### src/design/wavp_pkg.sv
`timescale 1ns / 1ps

package wavp_pkg;

    localparam logic [1:0] K_HEADER  = 2'd0;
    localparam logic [1:0] K_PAYLOAD = 2'd1;
    localparam logic [1:0] K_ERROR   = 2'd2;

    localparam logic [2:0] ST_OK        = 3'd0;
    localparam logic [2:0] ST_NOT_WAVE  = 3'd1;
    localparam logic [2:0] ST_NOT_FMT   = 3'd2;
    localparam logic [2:0] ST_CHANNELS  = 3'd3;
    localparam logic [2:0] ST_DEPTH     = 3'd4;
    localparam logic [2:0] ST_NO_DATA   = 3'd5;
    localparam logic [2:0] ST_SIZE_RATE = 3'd6;
    localparam logic [2:0] ST_TRUNC     = 3'd7;

    localparam logic [31:0] TAG_WAVE = 32'h5741_5645;
    localparam logic [31:0] TAG_FMT  = 32'h666D_7420;
    localparam logic [31:0] TAG_DATA = 32'h6461_7461;

    localparam logic [31:0] POS_WAVE_END = 32'd11;
    localparam logic [31:0] POS_FMT_END  = 32'd15;
    localparam logic [31:0] SEARCH_START = 32'd36;
    localparam logic [31:0] POS_CHANNELS = 32'd22;
    localparam logic [31:0] POS_RATE     = 32'd24;
    localparam logic [31:0] POS_BITS     = 32'd34;
    localparam int          BITS_SHIFT   = 3;

    typedef struct packed {
        logic [1:0]  kind;
        logic [2:0]  status;
        logic [30:0] sample_rate;
        logic [1:0]  byte_depth;
        logic [1:0]  channel_count;
        logic [30:0] data_size;
        logic [7:0]  payload;
        logic        last_of_data;
    } t_result;

    function automatic logic [15:0] swap16(input logic [15:0] w);
        return {w[7:0], w[15:8]};
    endfunction

    function automatic logic [31:0] swap32(input logic [31:0] w);
        return {w[7:0], w[15:8], w[23:16], w[31:24]};
    endfunction

    function automatic logic is_positive(input logic [31:0] v);
        return (v != 32'd0) && !v[31];
    endfunction

endpackage

### src/design/wavp_front.sv
`timescale 1ns / 1ps

module wavp_front import wavp_pkg::*; (
    input  logic       i_clk,
    input  logic       i_rst_n,
    input  logic       i_valid,
    input  logic [7:0] i_in_byte,
    input  logic       i_end_of_file,
    output logic       o_stall,
    input  logic       i_full,
    output logic       o_push,
    output t_result    o_result
);

    typedef enum logic [2:0] {
        PH_HEADER  = 3'd0,
        PH_SEARCH  = 3'd1,
        PH_SIZE    = 3'd2,
        PH_PAYLOAD = 3'd3,
        PH_DRAIN   = 3'd4
    } t_phase;

    t_phase      r_phase, n_phase;
    logic [31:0] r_pos, n_pos;
    logic [31:0] r_window, n_window;
    logic [31:0] r_rate, n_rate;
    logic [1:0]  r_channels, n_channels;
    logic [1:0]  r_depth, n_depth;
    logic [30:0] r_remaining, n_remaining;

    logic        accept;
    logic [31:0] w;
    logic [15:0] ch;
    logic [12:0] dep;
    logic [31:0] size;
    logic [2:0]  err;
    logic        emit;
    t_result     res;

    assign accept  = i_valid && !i_full;
    assign o_stall = i_full;
    assign w       = {r_window[23:0], i_in_byte};
    assign ch      = swap16(w[15:0]);
    assign dep     = 13'(swap16(w[15:0]) >> BITS_SHIFT);
    assign size    = swap32(w);

    always_comb begin
        n_phase     = r_phase;
        n_pos       = r_pos;
        n_window    = r_window;
        n_rate      = r_rate;
        n_channels  = r_channels;
        n_depth     = r_depth;
        n_remaining = r_remaining;
        err         = ST_OK;
        emit        = 1'b0;
        res         = '0;
        if (accept) begin
            n_window = w;
            n_pos    = (r_pos == '1) ? r_pos : r_pos + 32'd1;
            unique case (r_phase)
                PH_HEADER: begin
                    if (r_pos == POS_WAVE_END && w != TAG_WAVE) begin
                        err = ST_NOT_WAVE;
                    end else if (r_pos == POS_FMT_END && w != TAG_FMT) begin
                        err = ST_NOT_FMT;
                    end else if (r_pos == POS_CHANNELS + 32'd1) begin
                        if (ch != 16'd1 && ch != 16'd2) begin
                            err = ST_CHANNELS;
                        end else begin
                            n_channels = ch[1:0];
                        end
                    end else if (r_pos == POS_RATE + 32'd3) begin
                        n_rate = size;
                    end else if (r_pos == POS_BITS + 32'd1) begin
                        if (dep != 13'd1 && dep != 13'd2) begin
                            err = ST_DEPTH;
                        end else begin
                            n_depth = dep[1:0];
                        end
                    end
                    if (err == ST_OK && r_pos == SEARCH_START + 32'd2) begin
                        n_phase = PH_SEARCH;
                    end
                    if (err == ST_OK && i_end_of_file) begin
                        err = ST_TRUNC;
                    end
                end
                PH_SEARCH: begin
                    if (w == TAG_DATA) begin
                        n_phase     = PH_SIZE;
                        n_remaining = '0;
                        if (i_end_of_file) begin
                            err = ST_TRUNC;
                        end
                    end else if (i_end_of_file) begin
                        err = ST_NO_DATA;
                    end
                end
                PH_SIZE: begin
                    if (r_remaining >= 31'd3) begin
                        if (!is_positive(size) || !is_positive(r_rate)) begin
                            err = ST_SIZE_RATE;
                        end else if (i_end_of_file) begin
                            err = ST_TRUNC;
                        end else begin
                            emit              = 1'b1;
                            res.kind          = K_HEADER;
                            res.status        = ST_OK;
                            res.sample_rate   = r_rate[30:0];
                            res.byte_depth    = r_depth;
                            res.channel_count = r_channels;
                            res.data_size     = size[30:0];
                            n_remaining       = size[30:0];
                            n_phase           = PH_PAYLOAD;
                        end
                    end else begin
                        n_remaining = r_remaining + 31'd1;
                        if (i_end_of_file) begin
                            err = ST_TRUNC;
                        end
                    end
                end
                PH_PAYLOAD: begin
                    if (r_remaining != '0) begin
                        emit        = 1'b1;
                        res.kind    = K_PAYLOAD;
                        res.payload = i_in_byte;
                        n_remaining = r_remaining - 31'd1;
                        if (r_remaining == 31'd1) begin
                            res.last_of_data = 1'b1;
                            n_phase          = PH_DRAIN;
                        end else if (i_end_of_file) begin
                            res.status       = ST_TRUNC;
                            res.last_of_data = 1'b1;
                        end
                    end
                end
                default: ;
            endcase
            if (err != ST_OK) begin
                emit             = 1'b1;
                res              = '0;
                res.kind         = K_ERROR;
                res.status       = err;
                res.last_of_data = 1'b1;
                n_phase          = PH_DRAIN;
            end
            if (i_end_of_file) begin
                n_phase     = PH_HEADER;
                n_pos       = '0;
                n_window    = '0;
                n_rate      = '0;
                n_channels  = '0;
                n_depth     = '0;
                n_remaining = '0;
            end
        end
    end

    assign o_push   = emit;
    assign o_result = res;

    always_ff @(posedge i_clk) begin
        if (!i_rst_n) begin
            r_phase     <= PH_HEADER;
            r_pos       <= '0;
            r_window    <= '0;
            r_rate      <= '0;
            r_channels  <= '0;
            r_depth     <= '0;
            r_remaining <= '0;
        end else begin
            r_phase     <= n_phase;
            r_pos       <= n_pos;
            r_window    <= n_window;
            r_rate      <= n_rate;
            r_channels  <= n_channels;
            r_depth     <= n_depth;
            r_remaining <= n_remaining;
        end
    end

endmodule

### src/design/wavp_fifo.sv
`timescale 1ns / 1ps

module wavp_fifo import wavp_pkg::*; #(
    parameter int P_DEPTH = 4
) (
    input  logic    i_clk,
    input  logic    i_rst_n,
    input  logic    i_push,
    input  t_result i_wdata,
    output logic    o_full,
    output logic    o_valid,
    input  logic    i_pop,
    output t_result o_rdata
);

    localparam int AW = $clog2(P_DEPTH);
    localparam int CW = $clog2(P_DEPTH + 1);

    t_result         mem [P_DEPTH];
    logic [AW-1:0]   r_wr, n_wr;
    logic [AW-1:0]   r_rd, n_rd;
    logic [CW-1:0]   r_count, n_count;

    assign o_full  = (r_count == CW'(P_DEPTH));
    assign o_valid = (r_count != '0);
    assign o_rdata = mem[r_rd];

    always_comb begin
        n_wr    = r_wr;
        n_rd    = r_rd;
        n_count = r_count;
        if (i_push) begin
            n_wr = (r_wr == AW'(P_DEPTH - 1)) ? '0 : r_wr + 1'b1;
        end
        if (i_pop) begin
            n_rd = (r_rd == AW'(P_DEPTH - 1)) ? '0 : r_rd + 1'b1;
        end
        unique case ({i_push, i_pop})
            2'b10:   n_count = r_count + 1'b1;
            2'b01:   n_count = r_count - 1'b1;
            default: n_count = r_count;
        endcase
    end

    always_ff @(posedge i_clk) begin
        if (!i_rst_n) begin
            r_wr    <= '0;
            r_rd    <= '0;
            r_count <= '0;
        end else begin
            r_wr    <= n_wr;
            r_rd    <= n_rd;
            r_count <= n_count;
        end
    end

    always_ff @(posedge i_clk) begin
        if (i_push) begin
            mem[r_wr] <= i_wdata;
        end
    end

endmodule

### src/design/wavp_back.sv
`timescale 1ns / 1ps

module wavp_back import wavp_pkg::*; (
    input  logic    i_clk,
    input  logic    i_rst_n,
    input  logic    i_fifo_valid,
    input  t_result i_fifo_data,
    output logic    o_pop,
    input  logic    i_stall,
    output logic    o_valid,
    output t_result o_data
);

    logic    r_valid;
    t_result r_data;
    logic    load;

    assign load    = !r_valid || !i_stall;
    assign o_pop   = i_fifo_valid && load;
    assign o_valid = r_valid;
    assign o_data  = r_data;

    always_ff @(posedge i_clk) begin
        if (!i_rst_n) begin
            r_valid <= 1'b0;
        end else if (load) begin
            r_valid <= i_fifo_valid;
        end
    end

    always_ff @(posedge i_clk) begin
        if (o_pop) begin
            r_data <= i_fifo_data;
        end
    end

endmodule

### src/design/wav_header_parser.sv
`timescale 1ns / 1ps

// WAV header parser: takes one file byte per beat and, after checking the WAVE/fmt
// header and finding the data chunk, gives one header summary, then the payload bytes,
// or one error report on the byte that decides it; i_end_of_file on a byte returns the
// parser to the start of a new file. It accepts one byte every cycle while o_stall is low;
// an accepted byte's result is written into a queue of P_QUEUE_DEPTH entries and waits
// there until the output register takes it; o_stall rises only when that queue is full.
module wav_header_parser import wavp_pkg::*; #(
    parameter int P_QUEUE_DEPTH = 4
) (
    input  logic        i_clk,
    input  logic        i_rst_n,
    input  logic        i_valid,
    output logic        o_stall,
    input  logic [7:0]  i_in_byte,
    input  logic        i_end_of_file,
    output logic        o_valid,
    input  logic        i_stall,
    output logic [1:0]  o_kind,
    output logic [2:0]  o_status,
    output logic [30:0] o_sample_rate,
    output logic [1:0]  o_byte_depth,
    output logic [1:0]  o_channel_count,
    output logic [30:0] o_data_size,
    output logic [7:0]  o_payload,
    output logic        o_last_of_data
);

    logic    push, full, fifo_valid, pop;
    t_result push_data, fifo_data, out_data;

    wavp_front u_front (
        .i_clk         (i_clk),
        .i_rst_n       (i_rst_n),
        .i_valid       (i_valid),
        .i_in_byte     (i_in_byte),
        .i_end_of_file (i_end_of_file),
        .o_stall       (o_stall),
        .i_full        (full),
        .o_push        (push),
        .o_result      (push_data)
    );

    wavp_fifo #(.P_DEPTH(P_QUEUE_DEPTH)) u_fifo (
        .i_clk   (i_clk),
        .i_rst_n (i_rst_n),
        .i_push  (push),
        .i_wdata (push_data),
        .o_full  (full),
        .o_valid (fifo_valid),
        .i_pop   (pop),
        .o_rdata (fifo_data)
    );

    wavp_back u_back (
        .i_clk        (i_clk),
        .i_rst_n      (i_rst_n),
        .i_fifo_valid (fifo_valid),
        .i_fifo_data  (fifo_data),
        .o_pop        (pop),
        .i_stall      (i_stall),
        .o_valid      (o_valid),
        .o_data       (out_data)
    );

    assign o_kind          = out_data.kind;
    assign o_status        = out_data.status;
    assign o_sample_rate   = out_data.sample_rate;
    assign o_byte_depth    = out_data.byte_depth;
    assign o_channel_count = out_data.channel_count;
    assign o_data_size     = out_data.data_size;
    assign o_payload       = out_data.payload;
    assign o_last_of_data  = out_data.last_of_data;

endmodule

### config.mk
export PLATFORM = sky130hd
export DESIGN_NAME = wav_header_parser
export DESIGN_NICKNAME = d
export VERILOG_FILES = /design/src/design/wavp_pkg.sv /design/src/design/wavp_front.sv /design/src/design/wavp_fifo.sv /design/src/design/wavp_back.sv /design/src/design/wav_header_parser.sv
export SDC_FILE = /design/constraint.sdc
export NUM_CORES = 1
export LEC_CHECK = 0
export BUFFER_PORTS_ARGS = -buffer_cell sky130_fd_sc_hd__buf_4
export CORE_UTILIZATION = 59
export CTS_CLUSTER_SIZE = 25
export DETAILED_ROUTE_END_ITERATION = 7
export PLACE_DENSITY_LB_ADDON = 0.1
export SLEW_MARGIN = 30
export SYNTH_ARGS = -nofsm -noshare
export SYNTH_HDL_FRONTEND = slang
export SYNTH_SLANG_ARGS = --single-unit
### constraint.sdc
create_clock -name i_clk -period 11.02 [get_ports i_clk]
set_input_delay 0.551 -clock i_clk [delete_from_list [all_inputs] [get_ports i_clk]]
set_output_delay 0.551 -clock i_clk [all_outputs]
set_load 0.03 [all_outputs]
==> out/metrics.yaml, run 1 <==
status:
  status: "finished clean"
place:
  gp_congestion: 0.9265
  port-buffer-count: 94
  place_ws_ns: 6.333
  numPlacedInstances: 2036
  place_hpwl_um: 30130
  placed_area_um2: 23060
logic_synthesis:
  synth_edf_count: 400
  ys_warn_count: 0
  ys_seq_area_share_pct: 67.09
  syn_nets: 1566
  async_reset_ff_share_pct: 0
  synth_cell_type_count: 67
  yosys-top-cells-area: "edfxtp_1 (55%), dfxtp_1 (12%), mux4_2 (8.2%)"
  synth_flop_cell: "edfxtp_1"
  netlist_area_um2: 21900
  synth.ff_latch_count: 534
  netlist.area_leader.share_pct: 54.84
  syn_inst: 1540
  syn_avg_cell_area_um2: 14.22
  synth_top_cell_by_area: "edfxtp_1"
clock_network:
  cts_root_buf: "clkbuf_16"
  cts_buffers: 51
  cts_resized: 0
  cts-htree-levels: 2
  cts_hold_buffers: 0
  cts_setup_buffers: 0
  cts.clk_slew.worst_paths_ns: 0.06
  cts_tree: "yes"
  numClockSinks: 534
  ctsLongestPathBuffers: 3
  clkLatencyLatePin_ns: 0.61
worst_setup_path:
  rr_worst_depth: 9
  crit_path_end_kind: "flop"
  critPathKind: "reg2reg"
  timing.rr.start: "u_front.r_window[0]"
  critPathLaunchType: "flop"
  r2r-end: "u_fifo.mem[3][5]"
  critical_path_required_ns: 11.26
  crit_fanout: 42
  arrival_ns: 4.71
  ff2ff_setup_slack_ns: 6.55
floorplanning:
  core_um2: 36610
  io_pins: 95
  rows: 70
  start_util_pct: 59.83
  die_w_um: 194.7
  die_area_um2: 37900
  fp.dieH_um: 194.7
timing:
  rsz0062_at_grt: "false"
  min_period_ns: 4.475
  worst_pin_slew_ns: 0.9199
  finalSetupViolations: 0
  timing.fmax_mhz: 223.5
  hold_violations: 0
  setup_tns_ns: 0
  hold_slack_ns: 0.2487
  maxSlewViolCount: 0
  slew_headroom_pct: 38.68
  fin_skew_ns: 0.03038
  worst_slack_ns: 6.545
  fin_crit_sh_pct: 40.60
pwr:
  clockPowerShare_pct: 30.7
  swShare_pct: 28.98
  p_leak_nw: 8.399
  power_per_cell_area_nw_per_um2: 240.1
  internal-power_mw: 4.238
  p_seq_share_pct: 46.3
  switching_power_mw: 1.729
  total_power_mw: 5.967
  peakVddDrop_uv: 286.8
  pwr-share-comb_pct: 23.0
cells_and_area:
  layoutNonFillerInstCount: 2131
  final_common_cell: "edfxtp_1"
  final_core_util_pct: 67.87
  nNetsFinal: 1647
  final_cell_mix: "edfxtp_1 (400), nand2_1 (177), dfxtp_1 (132), buf_4 (110), mux4_2 (80)"
  drive_above_1_share_pct: 17.44
  design_area_um2: 24850
  num_antenna_cells: 0
  fill_cells: 2553
  area_growth_pct: 13.44
worst_hold_path:
  hold_depth: 3
  min-delay-start: "i_stall"
  min_path_type: "in2reg"
  min_to: "u_back.o_valid"
detailed_routing:
  avgRoutedWirePerCell_um: 22.25
  route.detailed.drc: 0
  routed_wirelength_um: 47420
  drtIter0Drc: 1176
  drt_pre_antenna_iters: 5
  via_per_inst: 6.020
  ant_nets: 0
  vias: 12830
grt:
  grt_pass1_wl_um: 74560
  grt_start_max_net_pins: 101
  antenna_found_initial: 0
  grt_pass1_vias: 12980
  track_usage_pct: 25.83
  overflow: 0
flow_run:
  drv_cap: 0
[layer usage]
| metal | vias up | global-route usage, % | wire length, um |
|---|---|---|---|
| met1 | 6400 | 35.75 | 20930 |
| met5 | - | 0 | 0 |
| met4 | 0 | 9.906 | 1514 |
| met3 | 97 | 4.008 | 2292 |
| met2 | 350 | 41.60 | 22680 |
| li1 | 5981 | - | - |
[worst max path at each step]
stage | from | end | slack, ns | cells after the start
2_1_floorplan | i_stall | u_fifo.r_count[2] | 4.88 | 6
3_3_place_gp | i_in_byte[5] | u_fifo.mem[2][7] | 6.41 | 10
3_5_place_dp | i_in_byte[5] | u_fifo.mem[3][39] | 6.33 | 10
4_1_cts | u_front.r_remaining[16] | u_fifo.mem[3][23] | 6.59 | 8
5_1_grt | u_front.r_remaining[2] | u_fifo.mem[3][22] | 6.17 | 8
6_report | u_front.r_window[0] | u_fifo.mem[3][5] | 6.55 | 9
[synthesized netlist by cell type (4+ instances only)]
master,count
a21boi_0,27
edfxtp_1,400
nand2_1,177
or4_1,12
a22o_1,6
or3_1,13
xor2_1,30
o21ai_0,26
and4_1,6
and2_1,77
clkbuf_1,67
inv_1,16
mux2i_1,10
buf_2,6
o31ai_1,4
o22ai_1,5
dfxtp_1,134
buf_1,10
nor2b_1,38
and3_1,19
a22oi_1,6
o21a_1,4
mux4_2,80
nand2b_1,4
a21boi_1,48
nand4_1,21
nor4b_1,4
ha_1,12
a21oi_1,21
o2bb2ai_1,7
nor2_1,59
nor4_1,31
nor3_1,32
xnor2_1,28
nand3b_1,6
nand3_1,43
[kinds of logic (layout without fill, tap and decap cells)]
group,Yosys count,in the layout,synth area share (%)
buf+inv,100,223,1.748
xor+xnor,58,58,2.319
flops,534,534,67.09
simple gates,560,560,13.37
compound gates,185,185,6.021
fa+ha+maj,13,13,0.7769
mux,90,90,8.683
[registers in the layout, indices dropped and copies added (netlist names), 3 cells and up]
name / cells
u_back.o_data: 80
u_fifo.mem: 320
u_fifo.r_count: 3
u_front.r_phase: 3
u_front.r_pos: 32
u_front.r_rate: 32
u_front.r_remaining: 31
u_front.r_window: 24
[power by group through the flow]
stage	logic, mW	registers (mW)	clock network [mW]
2_1_floorplan	0.640	3.10	0
3_3_place_gp	1.37	2.79	0
3_5_place_dp	1.39	2.81	0
4_1_cts	1.40	2.77	1.87
5_1_grt	1.46	2.80	1.94
6_report	1.37	2.76	1.83
[worst max-delay path, cell delays in order, from the launching register on]
cell and delay [ns]:
dfxtp_1 0.37, or4b_2 0.69, or3_1 0.40, nor4_1 0.39
o311ai_1 0.16, o211ai_2 0.28, a211o_1 0.23, o31a_1 0.26
and2_4 0.61, buf_4 0.64
[cell type report]
cell class	count	area (um2)	share of cell area [%]
Sequential cell	534	14700	59.17
Multi-Input combinational cell	906	6864	27.63
Clock buffer	66	1354	5.449
Timing Repair Buffer	111	853.3	3.434
Tap cell	468	585.6	2.357
Clock inverter	29	424.2	1.707
Inverter	17	63.81	0.2568
Power figures use the tool's default switching activity.
==> run 2, diff against run 1 <==
- CORE_UTILIZATION: 59 -> 55
- clock period: 11.02 -> 4.05 ns (I/O delays scaled with it)
==> out/metrics.yaml, run 2 (synthesis results as in run 1) <==
cells_and_area:
  drive_above_1_share_pct: 19.79  # +2.4 points
  largest-register: "u_fifo.mem"
  largest_reg_flops: 320  # unchanged
  num_antenna_cells: 0  # unchanged
  area_growth_pct: 15.46
  final_core_util_pct: 64.84  # -3.0 points
  final_cell_mix: "edfxtp_1 (400), nand2_1 (177), buf_4 (141), dfxtp_1 (132), mux4_2 (80)"
  final_common_cell: "edfxtp_1"
  fill_cells: 2865  # +12%
  nNetsFinal: 1692  # +2.7%
timing:
  maxSlewViolCount: 0  # unchanged
  fin_skew_ns: 0.01876  # -0.01162 ns
  timing.fmax_mhz: 254.3  # +14%
  finalSetupViolations: 0  # unchanged
  min_period_ns: 3.932  # -0.5422 ns
  slew_headroom_pct: 35.64  # -3.0 points
  hold_slack_ns: 0.03734  # -0.2114 ns
  worst_pin_slew_ns: 0.9654  # +0.04557 ns
  fin_crit_sh_pct: 97.09  # +56 points
  hold_violations: 0  # unchanged
worst_setup_path:
  crit_fanout: 7  # -83%
  critPathLaunchType: "flop"
  critPathKind: "reg2reg"
  rr_worst_depth: 13  # +4
  crit_path_end_kind: "flop"
  critical_path_required_ns: 4.55  # -6.71 ns
  ff2ff_setup_slack_ns: 0.12  # -6.43 ns
  r2r-end: "u_fifo.r_count[2]"
  timing.rr.start: "u_front.r_window[7]"
  arrival_ns: 4.43  # -0.28 ns
flow_run:
  drv_cap: 0  # unchanged
detailed_routing:
  vias: 13120  # +2.3%
  drtIter0Drc: 932  # -21%
  avgRoutedWirePerCell_um: 22.10  # -0.67%
  via_per_inst: 5.895  # -2.1%
  routed_wirelength_um: 49200  # +3.8%
  route.detailed.drc: 0  # unchanged
  ant_nets: 0  # unchanged
  drt_pre_antenna_iters: 6  # +1
grt:
  grt_pass1_vias: 13200  # +1.7%
  track_usage_pct: 24.71  # -1.1 points
  grt_pass1_wl_um: 76400  # +2.5%
  grt_start_max_net_pins: 101  # unchanged
  antenna_found_initial: 0  # unchanged
  met1_usage_pct: 34.00  # -1.8 points
  overflow: 0  # unchanged
  busiest_layer: "met2"
  globalRouteMet2Util_pct: 39.52  # -2.1 points
  use_met3_pct: 4.697  # +0.69 points
place:
  port-buffer-count: 94  # unchanged
  gp_congestion: 0.9152  # -1.2%
  place_hpwl_um: 32540  # +8.0%
floorplanning:
  rows: 72  # +2.9%
  core_um2: 39010  # +6.5%
  die_w_um: 201.6  # +3.5%
  io_pins: 95  # unchanged
  start_util_pct: 56.15  # -3.7 points
  die_area_um2: 40630  # +7.2%
  fp.dieH_um: 201.6  # +3.5%
worst_hold_path:
  hold_depth: 4  # +1
  min-delay-start: "i_in_byte[5]"
  min_to: "u_front.r_remaining[29]"
  min_path_type: "in2reg"
clock_network:
  cts_root_buf: "clkbuf_16"
  clkLatencyLatePin_ns: 0.60  # about the same
  ctsLongestPathBuffers: 3  # unchanged
  cts-htree-levels: 2  # unchanged
  numClockSinks: 534  # unchanged
  cts_tree: "yes"
  cts_buffers: 51  # unchanged
  cts.clk_slew.worst_paths_ns: 0.06  # about the same
pwr:
  peakVddDrop_uv: 443.1  # +55%
  p_leak_nw: 8.609  # +2.5%
  power_per_cell_area_nw_per_um2: 637.5  # +170%
status:
  status: "finished clean"
==> run 2: changes by cell type in the layout (fill, tap and decap cells not counted), sizes merged <==
cell and delta:
buf +40, clkinvlp +1, dlygate4sd3 +5, bufinv -5, clkbuf +4, inv -5, clkinv +5
==> run 2: area by class of cell <==
cell class	count	area [um2]	area share [%]
sequential	534	14700	58.13
inverter	17	63.81	0.2523
clock inverter	25	239.0	0.9449
tap	518	648.1	2.563
timing repair buffer	156	1309	5.175
clock buffer	70	1418	5.605
multi-input combinational	906	6912	27.33
==> run 2: stage by stage <==
stage / power (mW) / setup TNS (ns) / worst slack, ns / cells / instance area (um2)
6_report: 16.12 / 0 / 0.1177 / 2226 / 25290
5_1_grt: 16.75 / -0.03278 / -0.03278 / 2226 / 25290
4_1_cts: 16.31 / 0 / 0.1332 / 2226 / 25240
3_5_place_dp: 11.61 / 0 / 0.1742 / 2126 / 23530
3_3_place_gp: 11.52 / 0 / 0.1976 / 2126 / 23530
2_1_floorplan: 10.09 / 0 / 0.1776 / 1540 / 21920
==> run 2: timing repair <==
action	4_1_cts	5_1_grt
hold buffers	5	0
setup buffers	0	0
resized for setup	0	10
endpoints found under the setup margin	0	1
endpoints found under the hold margin	5	0
==> run 2: worst max-delay path by stage <==
stage	cells past startpoint	endpoint	startpoint	slack, ns
final	13	u_fifo.r_count[2]	u_front.r_window[7]	0.12
after global routing	13	u_fifo.r_count[2]	u_front.r_window[7]	-0.03
after CTS	13	u_fifo.r_count[2]	u_front.r_remaining[23]	0.13
after detailed placement	13	u_fifo.r_count[2]	u_front.r_remaining[23]	0.17
after global placement	13	u_fifo.r_count[2]	u_front.r_remaining[23]	0.20
after floorplan	9	u_fifo.mem[0][0]	u_front.r_remaining[16]	0.18
==> run 2: power breakdown <==
group	switching (mW)	internal, mW
Sequential	0.372	7.13
Clock	1.98	2.70
Combinational	2.40	1.53
Total	4.76	11.4
==> run 2: metal layers <==
metal  share of wire [%]  wire length (um)  vias up
met5                   0                 0        -
met4                 3.1              1510        0
met3                 6.0              2947       90
met2                  48             23460      390
met1                  43             21280     6573
li1                    -                 -     6069
==> run 2: critical path: stages (launching register included) <==
cell and delay (ns):
dfxtp_1 0.40, or4_1 0.54, or3_1 0.43, nor4_4 0.37
o311ai_2 0.17, o211ai_2 0.22, a211o_1 0.16, o31a_1 0.18
inv_1 0.06, ha_1 0.24, fa_1 0.44, xnor2_1 0.14
or3_1 0.30, a21boi_0 0.18
==> run 3, diff against run 2 <==
- CELL_PAD_IN_SITES_DETAIL_PLACEMENT: default -> 1
- CELL_PAD_IN_SITES_GLOBAL_PLACEMENT: default -> 1
- CORE_UTILIZATION: 55 -> 47
==> out/metrics.yaml, run 3 (synthesis results as in run 1) <==
detailed_routing:
  routed_wirelength_um: 54790  # +11%
  via_per_inst: 5.725  # -2.9%
  drt_pre_antenna_iters: 5  # -1
  drtIter0Drc: 1114  # +20%
  ant_nets: 0  # unchanged
  avgRoutedWirePerCell_um: 23.62  # +6.9%
  route.detailed.drc: 0  # unchanged
  vias: 13280  # +1.2%
place:
  numPlacedInstances: 2212  # +4.0%
  port-buffer-count: 94  # unchanged
  place_ws_ns: 0.04614  # -0.1280 ns
  placed_area_um2: 23680  # +0.62%
  place_hpwl_um: 36050  # +11%
  gp_congestion: 0.8988  # -1.8%
clock_network:
  numClockSinks: 534  # unchanged
  clkLatencyLatePin_ns: 0.60  # about the same
  cts_root_buf: "clkbuf_16"
  cts-htree-levels: 2  # unchanged
  cts_buffers: 55  # +7.8%
  ctsLongestPathBuffers: 3  # unchanged
  cts.clk_slew.worst_paths_ns: 0.07  # about the same
  cts_tree: "yes"
pwr:
  p_leak_nw: 8.738  # +1.5%
  internal-power_mw: 11.70  # +3.0%
  peakVddDrop_uv: 544.2  # +23%
  p_seq_share_pct: 45.4  # -1.1 points
  clockPowerShare_pct: 30.9  # +1.8 points
  switching_power_mw: 4.916  # +3.3%
  swShare_pct: 29.58  # +0.072 points
  pwr-share-comb_pct: 23.8  # -0.6 points
  power_per_cell_area_nw_per_um2: 647.9  # +1.6%
worst_hold_path:
  hold_depth: 4  # unchanged
  min_path_type: "in2reg"
  min-delay-start: "i_in_byte[7]"
floorplanning:
  rows: 78  # +8.3%
  die_area_um2: 47470  # +17%
  fp.dieH_um: 217.9  # +8.1%
  io_pins: 95  # unchanged
  core_um2: 45670  # +17%
  start_util_pct: 47.96  # -8.2 points
  die_w_um: 217.9  # +8.1%
worst_setup_path:
  crit_path_end_kind: "flop"
  critPathLaunchType: "flop"
  slowest_stage: "or4b_2"
  ff2ff_setup_slack_ns: 0.16  # +0.04 ns
  critical_path_required_ns: 4.57  # +0.02 ns
  max_stage_delay_ns: 0.66  # +0.12 ns
  critPathKind: "reg2reg"
  rr_worst_depth: 13  # unchanged
  crit_fanout: 7  # unchanged
  cp-startpoint: "u_front.r_window[5]"
  crit_top_cell: "or3_1"
  cp_top_family: "simple AND/OR/NAND/NOR gates"
  crit_buf_inv: 1  # unchanged
  arrival_ns: 4.42  # about the same
  worstPathCellList: "or4b_2, or3_1, nor4_4, or3_1, a21oi_1, o21ai_2, o31a_1, inv_1, ha_1, fa_1, xnor2_1, or3_1, a21boi_1"
  crit_cells: 13  # unchanged
  timing.rr.start: "u_front.r_window[5]"
timing:
  fin_crit_sh_pct: 96.16  # -0.94 points
  min_period_ns: 3.894  # -0.03787 ns
  maxSlewViolCount: 0  # unchanged
  fin_skew_ns: 0.01556  # -0.003200 ns
  worst_pin_slew_ns: 0.8985  # -0.06695 ns
  hold_violations: 0  # unchanged
  worst_slack_ns: 0.1556  # +0.03787 ns
  timing.fmax_mhz: 256.8  # +0.97%
  finalSetupViolations: 0  # unchanged
  slew_headroom_pct: 40.10  # +4.5 points
cells_and_area:
  final_common_cell: "edfxtp_1"
  final_cell_mix: "edfxtp_1 (400), nand2_1 (177), buf_4 (144), dfxtp_1 (132), mux4_2 (80)"
  drive_above_1_share_pct: 20.81  # +1.0 points
  layoutNonFillerInstCount: 2320  # +4.2%
  largest_reg_flops: 320  # unchanged
  final_core_util_pct: 56.16  # -8.7 points
  largest-register: "u_fifo.mem"
  area_growth_pct: 17.11
  design_area_um2: 25650  # +1.4%
  nNetsFinal: 1699  # +0.41%
  num_antenna_cells: 0  # unchanged
  fill_cells: 4428  # +55%
status:
  status: "finished clean"
grt:
  grt_start_max_net_pins: 72  # -29%
  grt_pass1_wl_um: 83550  # +9.4%
  grt_pass1_vias: 13650  # +3.4%
  overflow: 0  # unchanged
  antenna_found_initial: 0  # unchanged
  track_usage_pct: 23.37  # -1.3 points
flow_run:
  drv_cap: 0  # unchanged
## run 3: cell count changes in the layout (fill, tap and decap cells not counted), sizes merged, moves of 2 or more
cell         change
dlygate4sd3      -3
buf              +6
clkbuf          +16
inv              +2
clkinvlp         +2
clkinv          -10
## run 3: repair_timing
item                                    CTS  global route
endpoints found under the hold margin     2             0
setup buffers                             0             1
endpoints found under the setup margin    1             1
resized for setup                         1             9
hold buffers                              2             0
pin swaps                                 0             1
gates cloned                              0             0
## run 3: worst min-delay path: stages
cell and delay (ns):
buf_4 0.14, nor2b_1 0.15, nand2_1 0.07, a21boi_1 0.05
## run 3: area by class of cell
type | instances | area [um2] | area share (%)
repair buffers | 159 | 1353 | 5.273
well taps | 600 | 750.7 | 2.927
flip-flops and latches | 534 | 14700 | 57.31
clock buffers | 86 | 1674 | 6.527
clock inverters | 18 | 193.9 | 0.7561
inverters | 17 | 63.81 | 0.2488
multi-input cells | 906 | 6914 | 26.95
## run 3: final timing paths
path / to
hold reg to reg: u_front.r_rate[14]
setup / recovery: u_fifo.r_count[2]
hold / removal: u_front.r_rate[31]
setup reg to reg: u_fifo.r_count[2]
## run 3: per-stage QoR
| stage | hold slack, ns | TNS, ns | power (mW) |
|---|---|---|---|
| 2_1_floorplan | 0.3562 | 0 | 10.09 |
| 3_3_place_gp | 0.4594 | 0 | 11.56 |
| 3_5_place_dp | 0.4688 | 0 | 11.68 |
| 4_1_cts | 0.02276 | 0 | 16.83 |
| 5_1_grt | 0.05705 | -0.02220 | 17.28 |
| 6_report | 0.06151 | 0 | 16.62 |
## run 3: power groups by stage
stage          clock network [mW]  registers (mW)  logic, mW
3_5_place_dp                    0            7.73       3.95
6_report                     5.13            7.54       3.95
5_1_grt                      5.44            7.64       4.21
4_1_cts                      5.24            7.62       3.96
3_3_place_gp                    0            7.67       3.89
2_1_floorplan                   0            8.35       1.75
## run 3: layer usage
metal / global-route usage, % / wire [um] / vias up
li1: - / - / 6087
met1: 33.11 / 24930 / 6764
met2: 37.89 / 26070 / 343
met3: 2.929 / 2416 / 88
met4: 6.923 / 1374 / 0
met5: 0 / 0 / -
